## src/rtl/lca_pkg.sv

```systemverilog
// ----------------------------------------------------------------------------
// lca_pkg
// Shared types, constants and address helper for the ancestor / LCA engine.
// ----------------------------------------------------------------------------
`default_nettype none

package lca_pkg;

    localparam int NODES       = 1024;
    localparam int LEVELS      = 12;
    localparam int NODE_W      = 10;
    localparam int DEPTH_W     = 10;
    localparam int K_W         = 12;
    localparam int LVL_W       = $clog2(LEVELS + 1);
    localparam int ANC_DEPTH   = NODES * LEVELS;
    localparam int ANC_AW      = $clog2(ANC_DEPTH);
    localparam int QUEUE_DEPTH = 2;
    localparam int IN_DATA_W   = 40;
    localparam int OUT_DATA_W  = 24;

    localparam logic [DEPTH_W-1:0] DEPTH_MAX = '1;

    typedef logic [NODE_W-1:0]  node_t;
    typedef logic [DEPTH_W-1:0] depth_t;
    typedef logic [LVL_W-1:0]   lvl_t;
    typedef logic [ANC_AW-1:0]  anc_addr_t;

    typedef enum logic [1:0] {
        CMD_ADD  = 2'd0,
        CMD_KTH  = 2'd1,
        CMD_LCA  = 2'd2,
        CMD_NONE = 2'd3
    } cmd_t;

    // One request as the front end hands it to the engine
    typedef struct packed {
        cmd_t            cmd;
        node_t           node_a;
        node_t           node_b;
        logic            is_root;
        logic [K_W-1:0]  count_k;
    } req_t;

    typedef struct packed {
        logic  valid;
        node_t node;
    } anc_entry_t;

    function automatic anc_addr_t anc_addr(input node_t node, input lvl_t lvl);
        anc_addr_t base;
        base = ANC_AW'(node) * ANC_AW'(LEVELS);
        return base + ANC_AW'(lvl);
    endfunction

endpackage

`default_nettype wire

```

## src/rtl/lca_queue.sv

```systemverilog
// ----------------------------------------------------------------------------
// lca_queue
// Short request queue between the front end and the lifting engine.
// ----------------------------------------------------------------------------
`default_nettype none

module lca_queue (
    input  wire logic          clk,
    input  wire logic          rst_n,
    input  wire logic          push_valid,
    output logic               push_ready,
    input  wire lca_pkg::req_t push_req,
    output logic               pop_valid,
    input  wire logic          pop_ready,
    output lca_pkg::req_t      pop_req
);

    localparam int PTR_W = $clog2(lca_pkg::QUEUE_DEPTH);
    localparam int CNT_W = $clog2(lca_pkg::QUEUE_DEPTH + 1);

    lca_pkg::req_t     slot_reg [lca_pkg::QUEUE_DEPTH];
    logic [PTR_W-1:0]  wr_ptr_reg, wr_ptr_next;
    logic [PTR_W-1:0]  rd_ptr_reg, rd_ptr_next;
    logic [CNT_W-1:0]  count_reg, count_next;
    logic              push, pop;

    assign push_ready = (count_reg != CNT_W'(lca_pkg::QUEUE_DEPTH));
    assign pop_valid  = (count_reg != '0);
    assign pop_req    = slot_reg[rd_ptr_reg];
    assign push       = push_valid && push_ready;
    assign pop        = pop_valid && pop_ready;

    always_comb
    begin
        wr_ptr_next = wr_ptr_reg;
        rd_ptr_next = rd_ptr_reg;
        count_next  = count_reg;
        if (push)
        begin
            wr_ptr_next = (wr_ptr_reg == PTR_W'(lca_pkg::QUEUE_DEPTH - 1)) ? '0
                                                                          : wr_ptr_reg + 1'b1;
        end
        if (pop)
        begin
            rd_ptr_next = (rd_ptr_reg == PTR_W'(lca_pkg::QUEUE_DEPTH - 1)) ? '0
                                                                          : rd_ptr_reg + 1'b1;
        end
        if (push && !pop)
        begin
            count_next = count_reg + 1'b1;
        end
        else if (pop && !push)
        begin
            count_next = count_reg - 1'b1;
        end
    end

    always_ff @(posedge clk or negedge rst_n)
    begin
        if (!rst_n)
        begin
            wr_ptr_reg <= '0;
            rd_ptr_reg <= '0;
            count_reg  <= '0;
        end
        else
        begin
            wr_ptr_reg <= wr_ptr_next;
            rd_ptr_reg <= rd_ptr_next;
            count_reg  <= count_next;
        end
    end

    always_ff @(posedge clk)
    begin
        if (push)
        begin
            slot_reg[wr_ptr_reg] <= push_req;
        end
    end

endmodule

`default_nettype wire

```

## config.mk

```make
export PLATFORM = sky130hd
export DESIGN_NAME = lca_queue
export DESIGN_NICKNAME = d
export VERILOG_FILES = /design/src/rtl/lca_pkg.sv /design/src/rtl/lca_queue.sv
export SDC_FILE = /design/constraint.sdc
export NUM_CORES = 1
export LEC_CHECK = 0
export BUFFER_PORTS_ARGS = -buffer_cell sky130_fd_sc_hd__buf_2
export CAP_MARGIN = 30
export CELL_PAD_IN_SITES_DETAIL_PLACEMENT = 1
export CELL_PAD_IN_SITES_GLOBAL_PLACEMENT = 2
export CORE_ASPECT_RATIO = 1.75
export CORE_UTILIZATION = 25
export DETAILED_ROUTE_END_ITERATION = 6
export PLACE_DENSITY = 0.64
export SYNTH_ARGS = -nofsm -noshare
export SYNTH_HDL_FRONTEND = slang
export SYNTH_SLANG_ARGS = --single-unit
```

## constraint.sdc

```tcl
create_clock -name clk -period 4.09 [get_ports clk]
set_input_delay 0.2045 -clock clk [delete_from_list [all_inputs] [get_ports clk]]
set_output_delay 0.2045 -clock clk [all_outputs]
set_load 0.02 [all_outputs]
```

### After elaboration in Yosys (flattened, before gate mapping)

Memories as Yosys holds them, arrays and structs flattened.
Cells that the tools add are included.

| cells by class | value |
|---|---|
| add/subtract/negate cells | 4 |
| equality and inequality tests | 1 |
| multiplexer cells | 6 |
| reductions and logical operators | 8 |

Operators by type and width:

| cell | number |
|---|---|
| logical AND 1 bit | 4 |
| two-way mux 1 bit | 4 |
| two-way mux 2 bit | 2 |
| nonzero test 2 bit | 2 |
| adder 1 bit (second input constant) | 2 |
| adder 2 x 1 -> 2 bit (second input constant) | 1 |
| logical NOT 1 bit | 2 |
| inequality test 2 bit (second input constant) | 1 |
| subtractor 2 x 1 -> 2 bit (second input constant) | 1 |

| storage, ports and cells | value |
|---|---|
| register bits | 4 |
| bits in writable memories | 70 |
| output and inout port bits | 37 |
| word-level logic and storage cells | 23 |
| memories kept | 1 |

Memories:

| memory | words | bits a word | read ports | clocked after Yosys merged registers in | wr ports | line | RTL |
|---|---|---|---|---|---|---|---|
| slot_reg | 2 | 35 | 1 | 0 | 1 | lca_queue.sv:21 | `lca_pkg::req_t slot_reg [lca_pkg::QUEUE_DEPTH];` |

### Depth between registers and ports, before layout

Gate-level depths: netlist (run 1).

| depth | value |
|---|---|
| depth after elaboration | 6 |
| gate-level depth with buffers | 7 |
| depth with buffers taken out | 7 |

### Worst setup path after synthesis (run 1)

Ideal clock, no wire load.

| timing | value |
|---|---|
| path type | reg-to-reg |
| from | reg count_reg[0] |
| to | mem slot_reg[0][0] (netlist bit) (enable) |
| data arrival time | 2278 ps |
| data required time | 3663 ps |
| setup slack | 1385 ps |
| stages on the path, launching flop included | 4 |
| path through | dfrtp_1 -> nand2b_1 -> nand2_1 -> nor2_1 |

| on the way | value |
|---|---|
| longest elaborated chain between the ends | 4 |

Ends and longest elaborated chain:

| what | line | RTL |
|---|---|---|
| start, declared | lca_queue.sv:24 | `logic [CNT_W-1:0] count_reg, count_next;` |
| start signal, assigned | lca_queue.sv:70 | `count_reg <= count_next;` |
| inequality test 2 bit | lca_queue.sv:27 | `assign push_ready = (count_reg != CNT_W'(lca_pkg::QUEUE_DEPTH));` |
| named net push_ready | lca_queue.sv:11 | `output logic push_ready,` |
| logical AND 1 bit | lca_queue.sv:30 | `assign push = push_valid && push_ready;` |
| two-way mux 1 bit | lca_queue.sv:76 | `if (push)` |
| two-way mux 1 bit (implied by the code) | lca_queue.sv:78 | `slot_reg[wr_ptr_reg] <= push_req;` |
| end, declared | lca_queue.sv:21 |  |

The timed path passes the listed nets, and every way through them passes these cells.

==> qor.csv, run 1 <==
metric,value,unit
status,finished clean,
crit-path max FO,23,
clock buffer depth,2,
setup TNS,0,ns
DRT iter0 DRCs,41,
skew final,0.00517,ns
Synth Area per Inst,22.6,um2
post-DP HPWL,3730,um
register bit count reported by yosys,74,
max-cap check violation count,0,
global routing usage on met3,0.0488,
final setup fails,0,
met1 usage,0.0830,
Synth area leader,edfxtp_1,
WP data arrival,1.78,ns
die width,83.0,um
number of vias in the routed layout,1445,
initial antenna violation count,3,
postcts setup bufs,0,
Synth Instances,127,
GP Congestion,0.627,
CTS Sinks,74,
Area Overhead vs Synth,29.3,%
H-Tree Depth,3,
"most common cell after layout, fill and taps aside",buf_2,
Area contributors post-synth,"edfxtp_1, mux2_4, dfrtp_1",
io pins,76,
CTS tree,built,
final instance area,0.00371,mm2
VDD IR-drop max,0.000487,V
power density cells,767,mW/mm2
Port Buffers,75,
"Reg clk slew, reported paths",0.06,ns
vias in the first global route,1523,
NetSw,0.000877,W
met2 usage,0.161,
hold crit path type,in2reg,
All-Layer GR Usage,0.0911,
Slew Limit Fails,0,
post-synth cell types,15,
grt ovf,0,
max reg flops,70,
placed cell areas,0.00340,mm2
placed cells,332,
chip height,144,um
Root Buffer,clkbuf_16,
worst-margin pin slew,0.863,ns
Skew-Pair Late Insertion Delay,0.32,ns
share of the synthesized area in the top cell type,0.732,
final core occ,0.332,
GRT Max-Usage Layer,met2,
global-route wire length before repair,7870,um
post-route clock period utilization,0.486,
total die area,0.0119,mm2
initial core utilization,0.257,
RSZ-0062 raised after global routing,no,
Synthesis Warnings,0,
area of the core,0.0112,mm2
Slew headroom,0.425,
drt wl/cell,14.8,um
Logic pwr share,0.334,
min cycle time layout,1.99,ns
drt drc,0,
Internal,0.00197,W
row count,51,
Sw Ratio,0.308,
post-synthesis sequential area ratio,0.767,
power share of the clock group,0.268,
CP Data Required Time,3.89,ns
CTS Buf Count,9,
leakage,1.47,nW
DRT antenna net count,0,
Final Hold Fails,0,
share of cells above drive strength 1,0.599,
Nets,252,
CP peak stage delay,0.66,ns
"critical path, cell by cell","buf_12, mux2_2, buf_2",
Mapped Nets,167,
pin count of the biggest net entering global routing,36,
Seq pwr share,0.398,
fin cells,351,
critical path's slowest cell,dfrtp_2,
Crit Path Category,reg2out,
fmax,0.503,GHz
most frequent cells in the layout,"buf_2, edfxtp_1, mux2_4",
CP startpoint kind,register,
CP endpoint kind,primary output,
first drt pass iteration count,4,
Mapped Area,0.00287,mm2
vias per cell,4.12,
Routed WL,5190,um
-- synth_stat cells --
| cell | n |
|---|---|
| buf_6 | 1 |
| ha_1 | 1 |
| edfxtp_1 | 70 |
| xor2_1 | 2 |
| mux2_4 | 29 |
| nand2_1 | 2 |
| nand2b_1 | 1 |
| buf_12 | 3 |
| and3_1 | 1 |
| mux2_2 | 6 |
| or2_1 | 1 |
| dfrtp_1 | 4 |
| xnor2_1 | 3 |
| inv_1 | 1 |
| nor2_1 | 2 |
-- layer usage --
metal,part of all wire,wire length [um],up-vias
met4,0.022,112,2
met1,0.34,1770,721
met3,0.081,418,11
met5,0.0025,13,-
met2,0.55,2880,48
li1,-,-,663
-- kinds of logic (layout without fill, tap and decap cells) --
group                      Yosys count  after routing  synth area share
xor gates and xnor gates             5              5            0.0153
adders and majority gates            1              1           0.00436
and+or+nand+nor                      7              7            0.0118
other                                0              2                 0
DFF                                 74             74             0.767
buffers and inverters                5             95            0.0262
muxes                               35             35             0.175
-- worst paths after layout --
check                      cells after the start                         to  slack (ns)                      from
setup / recovery                               3                pop_req[15]        2.10    rd_ptr_reg$_DFFE_PN0P_
hold / removal                                 1   slot_reg[0][6]$_DFFE_PP_        0.07               push_req[6]
setup reg to reg                               2  slot_reg[1][18]$_DFFE_PP_        2.36  count_reg[0]$_DFFE_PN0P_
hold reg to reg                                1   count_reg[1]$_DFFE_PN0P_        0.50  count_reg[1]$_DFFE_PN0P_
max in group asynchronous                      2     rd_ptr_reg$_DFFE_PN0P_        3.74                     rst_n
min in group asynchronous                      2   count_reg[1]$_DFFE_PN0P_        0.21                     rst_n
-- power by group through the flow --
| stage | logic, W | clock network, W | registers (W) |
|---|---|---|---|
| 3_3_place_gp | 0.000878 | 0 | 0.00120 |
| 4_1_cts | 0.000979 | 0.000793 | 0.00114 |
| 3_5_place_dp | 0.000975 | 0 | 0.00115 |
| 6_report | 0.000949 | 0.000761 | 0.00113 |
| 5_1_grt | 0.00102 | 0.000819 | 0.00115 |
| 2_1_floorplan | 0.000775 | 0 | 0.00110 |
-- per-stage QoR --
step                setup WS, ns  power [W]  hold slack (ns)
detailed placement          2.32    0.00213           0.0213
CTS                         2.04    0.00291           0.0461
floorplan                   1.39    0.00187          -0.0911
global route                1.99    0.00299           0.0479
finish                      2.10    0.00284           0.0679
global placement            2.16    0.00208           0.0188
-- cell type report --
cell class,instances,area [um2]
Antenna cell,2,5.00
Clock buffer,11,243
Clock inverter,5,55.1
Fill cell,1157,7460
Inverter,1,3.75
Multi-Input combinational cell,48,602
Sequential cell,74,2200
Tap cell,132,165
Timing Repair Buffer,78,433
-- critical path: cells and delay by family, from the launching register on --
family	cells	cell delay (ns)
buffers and inverters	2	0.43
DFF	1	0.66
muxes	1	0.36
-- what timing repair did --
item / CTS / global route
endpoints found under the hold margin: 4 / 0
hold buffers: 1 / 0
resized for setup: 0 / 0
(Power assumes the default switching activity.)
==> run 2, diff against run 1 <==
--- a/config.mk
+++ b/config.mk
@@ -5,6 +5,7 @@
 export SDC_FILE = /design/constraint.sdc
 export NUM_CORES = 1
 export LEC_CHECK = 0
+export ABC_AREA = 1
 export BUFFER_PORTS_ARGS = -buffer_cell sky130_fd_sc_hd__buf_2
 export CAP_MARGIN = 30
 export CELL_PAD_IN_SITES_DETAIL_PLACEMENT = 1
@@ -12,7 +13,7 @@
 export CORE_ASPECT_RATIO = 1.75
 export CORE_UTILIZATION = 25
 export DETAILED_ROUTE_END_ITERATION = 6
-export PLACE_DENSITY = 0.64
+export PLACE_DENSITY = 0.69
 export SYNTH_ARGS = -nofsm -noshare
 export SYNTH_HDL_FRONTEND = slang
 export SYNTH_SLANG_ARGS = --single-unit
==> constraint.sdc (replaced) <==
create_clock -name clk -period 1.9 [get_ports clk]
set_input_delay 0.095 -clock clk [delete_from_list [all_inputs] [get_ports clk]]
set_output_delay 0.095 -clock clk [all_outputs]
set_load 0.02 [all_outputs]
==> qor.csv, run 2 <==
metric,value,unit
Root Buffer,clkbuf_16,
most frequent cells in the layout,"nand2_1, buf_2, edfxtp_1",
max-cap check violation count,0,
row count,51,
clock buffer depth,2,
Routed WL,6350,um
post-DP HPWL,4130,um
Most used DFF post-synth,edfxtp_1,
final setup fails,0,
chip height,143,um
share of cells above drive strength 1,0.332,
placed cells,417,
power share of the clock group,0.241,
post-synthesis sequential area ratio,0.778,
Final Hold Fails,0,
Synth top cells by count,"nand2_1, edfxtp_1, nand2_2, inv_1, dfrtp_1",
first drt pass iteration count,4,
leakage,1.70,nW
Antenna Diode Count,0,
Slew headroom,0.822,
placed cell areas,0.00335,mm2
hold path depth,3,
post-synth cell types,16,
final core occ,0.358,
CP endpoint kind,primary output,
share of the synthesized area in the top cell type,0.743,
All-Layer GR Usage,0.121,
"Reg clk slew, reported paths",0.05,ns
Internal,0.00379,W
"most common cell after layout, fill and taps aside",nand2_1,
max reg flops,70,
total die area,0.0118,mm2
area of the core,0.0111,mm2
hold crit path type,in2reg,
final worst slack,0.369,ns
crit-path max FO,19,
grt ovf,0,
Mapped Nets,251,
postcts setup bufs,0,
power density cells,1530,mW/mm2
Skew-Pair Late Insertion Delay,0.32,ns
GP Congestion,0.659,
Synth area leader,edfxtp_1,
worst-margin pin slew,0.267,ns
global-route wire length before repair,10000,um
WP data arrival,1.44,ns
CP startpoint kind,register,
status,finished clean,
Mapped Area,0.00283,mm2
drt drc,0,
drt wl/cell,13.5,um
fin cells,469,
Crit Path Category,reg2out,
VDD IR-drop max,0.000548,V
vias per cell,4.10,
Seq pwr share,0.389,
Port Buffers,75,
initial core utilization,0.255,
die width,82.4,um
most numerous cell in the Yosys netlist,nand2_1,
asr flop ratio synth,0.0541,
pin count of the biggest net entering global routing,37,
min cycle time layout,1.53,ns
NetSw,0.00229,W
Slew Limit Fails,0,
RSZ-0062 raised after global routing,no,
Synth Area per Inst,13.4,um2
dpl ws,0.403,ns
H-Tree Depth,3,
Synthesis Warnings,0,
CTS tree,built,
DRT antenna net count,0,
Synth Instances,211,
DRT iter0 DRCs,43,
Area contributors post-synth,"edfxtp_1, nand2_1, dfrtp_1",
fmax,0.653,GHz
CTS Buf Count,9,
Post-synth EDFFs,70,
Nets,372,
final instance area,0.00398,mm2
register bit count reported by yosys,74,
Area Overhead vs Synth,40.5,%
initial antenna violation count,0,
skew final,0.00374,ns
Logic pwr share,0.369,
post-route clock period utilization,0.806,
number of vias in the routed layout,1923,
CTS Sinks,74,
CP Data Required Time,1.80,ns
Sw Ratio,0.377,
R2R depth,9,
io pins,76,
vias in the first global route,2022,
-- run 2: cell types whose count changed in the layout (fill, tap and decap cells not counted), sizes merged, moves of 4 or more --
cell	change
buf	+4
mux2	-35
nand2	+113
inv	+6
dlygate4sd3	+35
-- run 2: routing by layer --
| metal | vias up | routed length (um) | GRT usage |
|---|---|---|---|
| li1 | 942 | - | - |
| met1 | 927 | 2360 | 0.124 |
| met2 | 48 | 3600 | 0.215 |
| met3 | 6 | 283 | 0.0275 |
| met4 | 0 | 102 | 0.0739 |
| met5 | - | 0 | 0 |
-- run 2: layout make-up --
class / count / area, um2
inverter: 7 / 33.8
clock inverter: 6 / 33.8
timing repair buffer: 117 / 781
clock buffer: 10 / 229
sequential: 74 / 2200
multi-input combinational: 123 / 533
fill: 1271 / 7130
tap: 132 / 165
-- run 2: power groups by stage --
stage	Combinational [W]	Sequential (W)	Clock, W
global route	0.00250	0.00241	0.00157
global placement	0.00221	0.00238	0
floorplan	0.00155	0.00236	0
CTS	0.00231	0.00237	0.00152
detailed placement	0.00225	0.00240	0
finish	0.00224	0.00237	0.00147
-- run 2: per-stage QoR --
step / hold WS, ns / TNS (ns) / total power [W]
2_1_floorplan: -0.201 / -6.28 / 0.00391
5_1_grt: 0.0367 / 0 / 0.00648
6_report: 0.0283 / 0 / 0.00608
4_1_cts: 0.0109 / 0 / 0.00620
3_3_place_gp: -0.0853 / 0 / 0.00460
3_5_place_dp: -0.0886 / 0 / 0.00465
-- run 2: cells by family (layout without fill, tap and decap cells) --
| kind of cell | after synthesis | after routing | share of synthesized area |
|---|---|---|---|
| xor+xnor | 2 | 2 | 0.00619 |
| flops | 74 | 74 | 0.778 |
| fa+ha+maj | 1 | 1 | 0.00442 |
| simple gates | 120 | 120 | 0.172 |
| buf+inv | 14 | 140 | 0.0389 |
-- run 2: final timing paths --
kind | to | slack, ns | from
setup / recovery | pop_req[3] | 0.37 | rd_ptr_reg$_DFFE_PN0P_
hold / removal | rd_ptr_reg$_DFFE_PN0P_ | 0.03 | pop_ready
setup reg to reg | count_reg[1]$_DFFE_PN0P_ | 0.42 | count_reg[0]$_DFFE_PN0P_
hold reg to reg | count_reg[1]$_DFFE_PN0P_ | 0.51 | count_reg[1]$_DFFE_PN0P_
max in group asynchronous | count_reg[0]$_DFFE_PN0P_ | 1.67 | rst_n
min in group asynchronous | wr_ptr_reg$_DFFE_PN0P_ | 0.11 | rst_n
-- run 2: repair_timing --
item	4_1_cts	5_1_grt
hold buffers	36	0
resized for setup	0	0
setup endpoints to repair	0	0
endpoints found under the hold margin	74	0
-- run 2: critical path, cell delays in order (launching register included) --
cell and delay [ns]:
dfrtp_1 0.46, buf_4 0.30, nand2_1 0.08, nand2_1 0.10, buf_2 0.17
==> run 3, diff against run 2 <==
==> constraint.sdc (replaced) <==
create_clock -name clk -period 1.5 [get_ports clk]
set_input_delay 0.075 -clock clk [delete_from_list [all_inputs] [get_ports clk]]
set_output_delay 0.075 -clock clk [all_outputs]
set_load 0.02 [all_outputs]
==> qor.csv, run 3 (synthesis gave the netlist of run 2 again) <==
metric,value,unit
most frequent cells in the layout,"nand2_1, edfxtp_1, buf_2",
All-Layer GR Usage,0.120,
hold crit path type,in2async,
grt ovf,0,
io pins,76,
max-cap check violation count,0,
fin cells,472,
share of cells above drive strength 1,0.336,
post-route clock period utilization,0.945,
CTS Buf Count,9,
Hold WS,0.0828,ns
max reg flops,70,
DRT iter0 DRCs,55,
GP Congestion,0.662,
Nets,375,
Final Hold Fails,0,
drt wl/cell,13.7,um
final setup fails,0,
"most common cell after layout, fill and taps aside",nand2_1,
skew final,0.00347,ns
worst-margin pin slew,0.213,ns
vias per cell,4.12,
fmax,0.706,GHz
power density cells,1980,mW/mm2
vias in the first global route,1987,
CTS tree,built,
CTS Sinks,74,
"Reg clk slew, reported paths",0.05,ns
register area,0.00220,mm2
die width,82.4,um
Fillers,1225,
chip height,143,um
clock buffer depth,2,
Port Buffers,75,
leakage,1.77,nW
initial core utilization,0.255,
Slew headroom,0.858,
WP data arrival,1.34,ns
Skew-Pair Late Insertion Delay,0.33,ns
global-route wire length before repair,9710,um
VDD IR-drop max,0.000916,V
CP endpoint kind,primary output,
row count,51,
Area Overhead vs Synth,46.6,%
post-DP HPWL,4070,um
multi-input logic area,556,um2
Crit Path Category,reg2out,
drt drc,0,
area of the core,0.0111,mm2
number of vias in the routed layout,1943,
first drt pass iteration count,4,
Root Buffer,clkbuf_16,
Routed WL,6480,um
pin count of the biggest net entering global routing,31,
min cycle time layout,1.42,ns
Design Power,0.00822,W
placed cells,417,
initial antenna violation count,0,
status,finished clean,
H-Tree Depth,3,
total die area,0.0118,mm2
DRT antenna net count,0,
Slew Limit Fails,0,
CP Data Required Time,1.42,ns
CP startpoint kind,register,
RSZ-0062 raised after global routing,yes,
crit-path max FO,30,
==> run 3: changes by cell type in the layout (fill, tap and decap cells not counted), moves of 2 or more <==
cell / previous run / this run
clkinvlp_4: 2 / 0
nand2_4: 0 / 2
buf_12: 0 / 6
buf_4: 6 / 8
buf_2: 75 / 67
nand2_2: 13 / 11
==> run 3: through the flow <==
| stage | setup slack (ns) | instance area [um2] | TNS [ns] | util |
|---|---|---|---|---|
| final | 0.0829 | 4150 | 0 | 0.374 |
| after CTS | 0.00243 | 4100 | 0 | 0.370 |
| after floorplan | -0.0771 | 2860 | -4.60 | - |
| after global placement | 0.136 | 3430 | 0 | 0.309 |
| after global routing | -0.00392 | 4150 | -0.00392 | 0.373 |
| after detailed placement | 0.0745 | 3430 | 0 | 0.309 |
==> run 3: routing by layer <==
| metal | track usage | wire length, um | vias to the layer above |
|---|---|---|---|
| met5 | 0 | 0 | - |
| li1 | - | - | 949 |
| met1 | 0.110 | 2210 | 942 |
| met2 | 0.222 | 3850 | 40 |
| met4 | 0.0794 | 205 | 0 |
| met3 | 0.0288 | 215 | 12 |
==> run 3: repair_timing <==
item | in CTS | in global routing
setup endpoints to repair | 13 | 7
hold endpoints to repair | 75 | 0
cloned | 1 | 0
gates resized for setup | 2 | 10
pin swaps | 0 | 1
buffers inserted | 0 | 1
hold buffers | 37 | 0
==> run 3: worst paths after layout <==
kind | endpoint | cells after the start | from | slack, ns
max | pop_req[23] | 4 | rd_ptr_reg$_DFFE_PN0P_ | 0.08
min | count_reg[1]$_DFFE_PN0P_ | 2 | rst_n | 0.08
max reg2reg | count_reg[1]$_DFFE_PN0P_ | 9 | count_reg[0]$_DFFE_PN0P_ | 0.14
min reg2reg | count_reg[0]$_DFFE_PN0P_ | 1 | count_reg[0]$_DFFE_PN0P_ | 0.51
max in group asynchronous | rd_ptr_reg$_DFFE_PN0P_ | 2 | rst_n | 1.28
min in group clk | wr_ptr_reg$_DFFE_PN0P_ | 3 | push_valid | 0.08
==> run 3: cell type report <==
type                       instances  area share
antenna                            1    0.000603
clock buffer                      11      0.0561
clock inverter                     4      0.0106
inverter                           7      0.0103
multi-input combinational        123       0.134
sequential                        74       0.531
tap                              132      0.0398
timing repair buffer             119       0.215
timing repair inverter             1     0.00211
==> run 3: report_power, final <==
part | internal [W] | total, W | switching (W) | leakage [nW]
logic | 0.00114 | 0.00320 | 0.00205 | 0.933
registers | 0.00283 | 0.00301 | 0.000181 | 0.698
clock network | 0.00127 | 0.00201 | 0.000740 | 0.137
total | 0.00524 | 0.00822 | 0.00297 | 1.77
==> run 3: worst max-delay path: stages (launching register included) <==
cell	delay [ns]
dfrtp_2	0.47
buf_12	0.22
nand2_1	0.08
nand2_1	0.08
buf_2	0.16
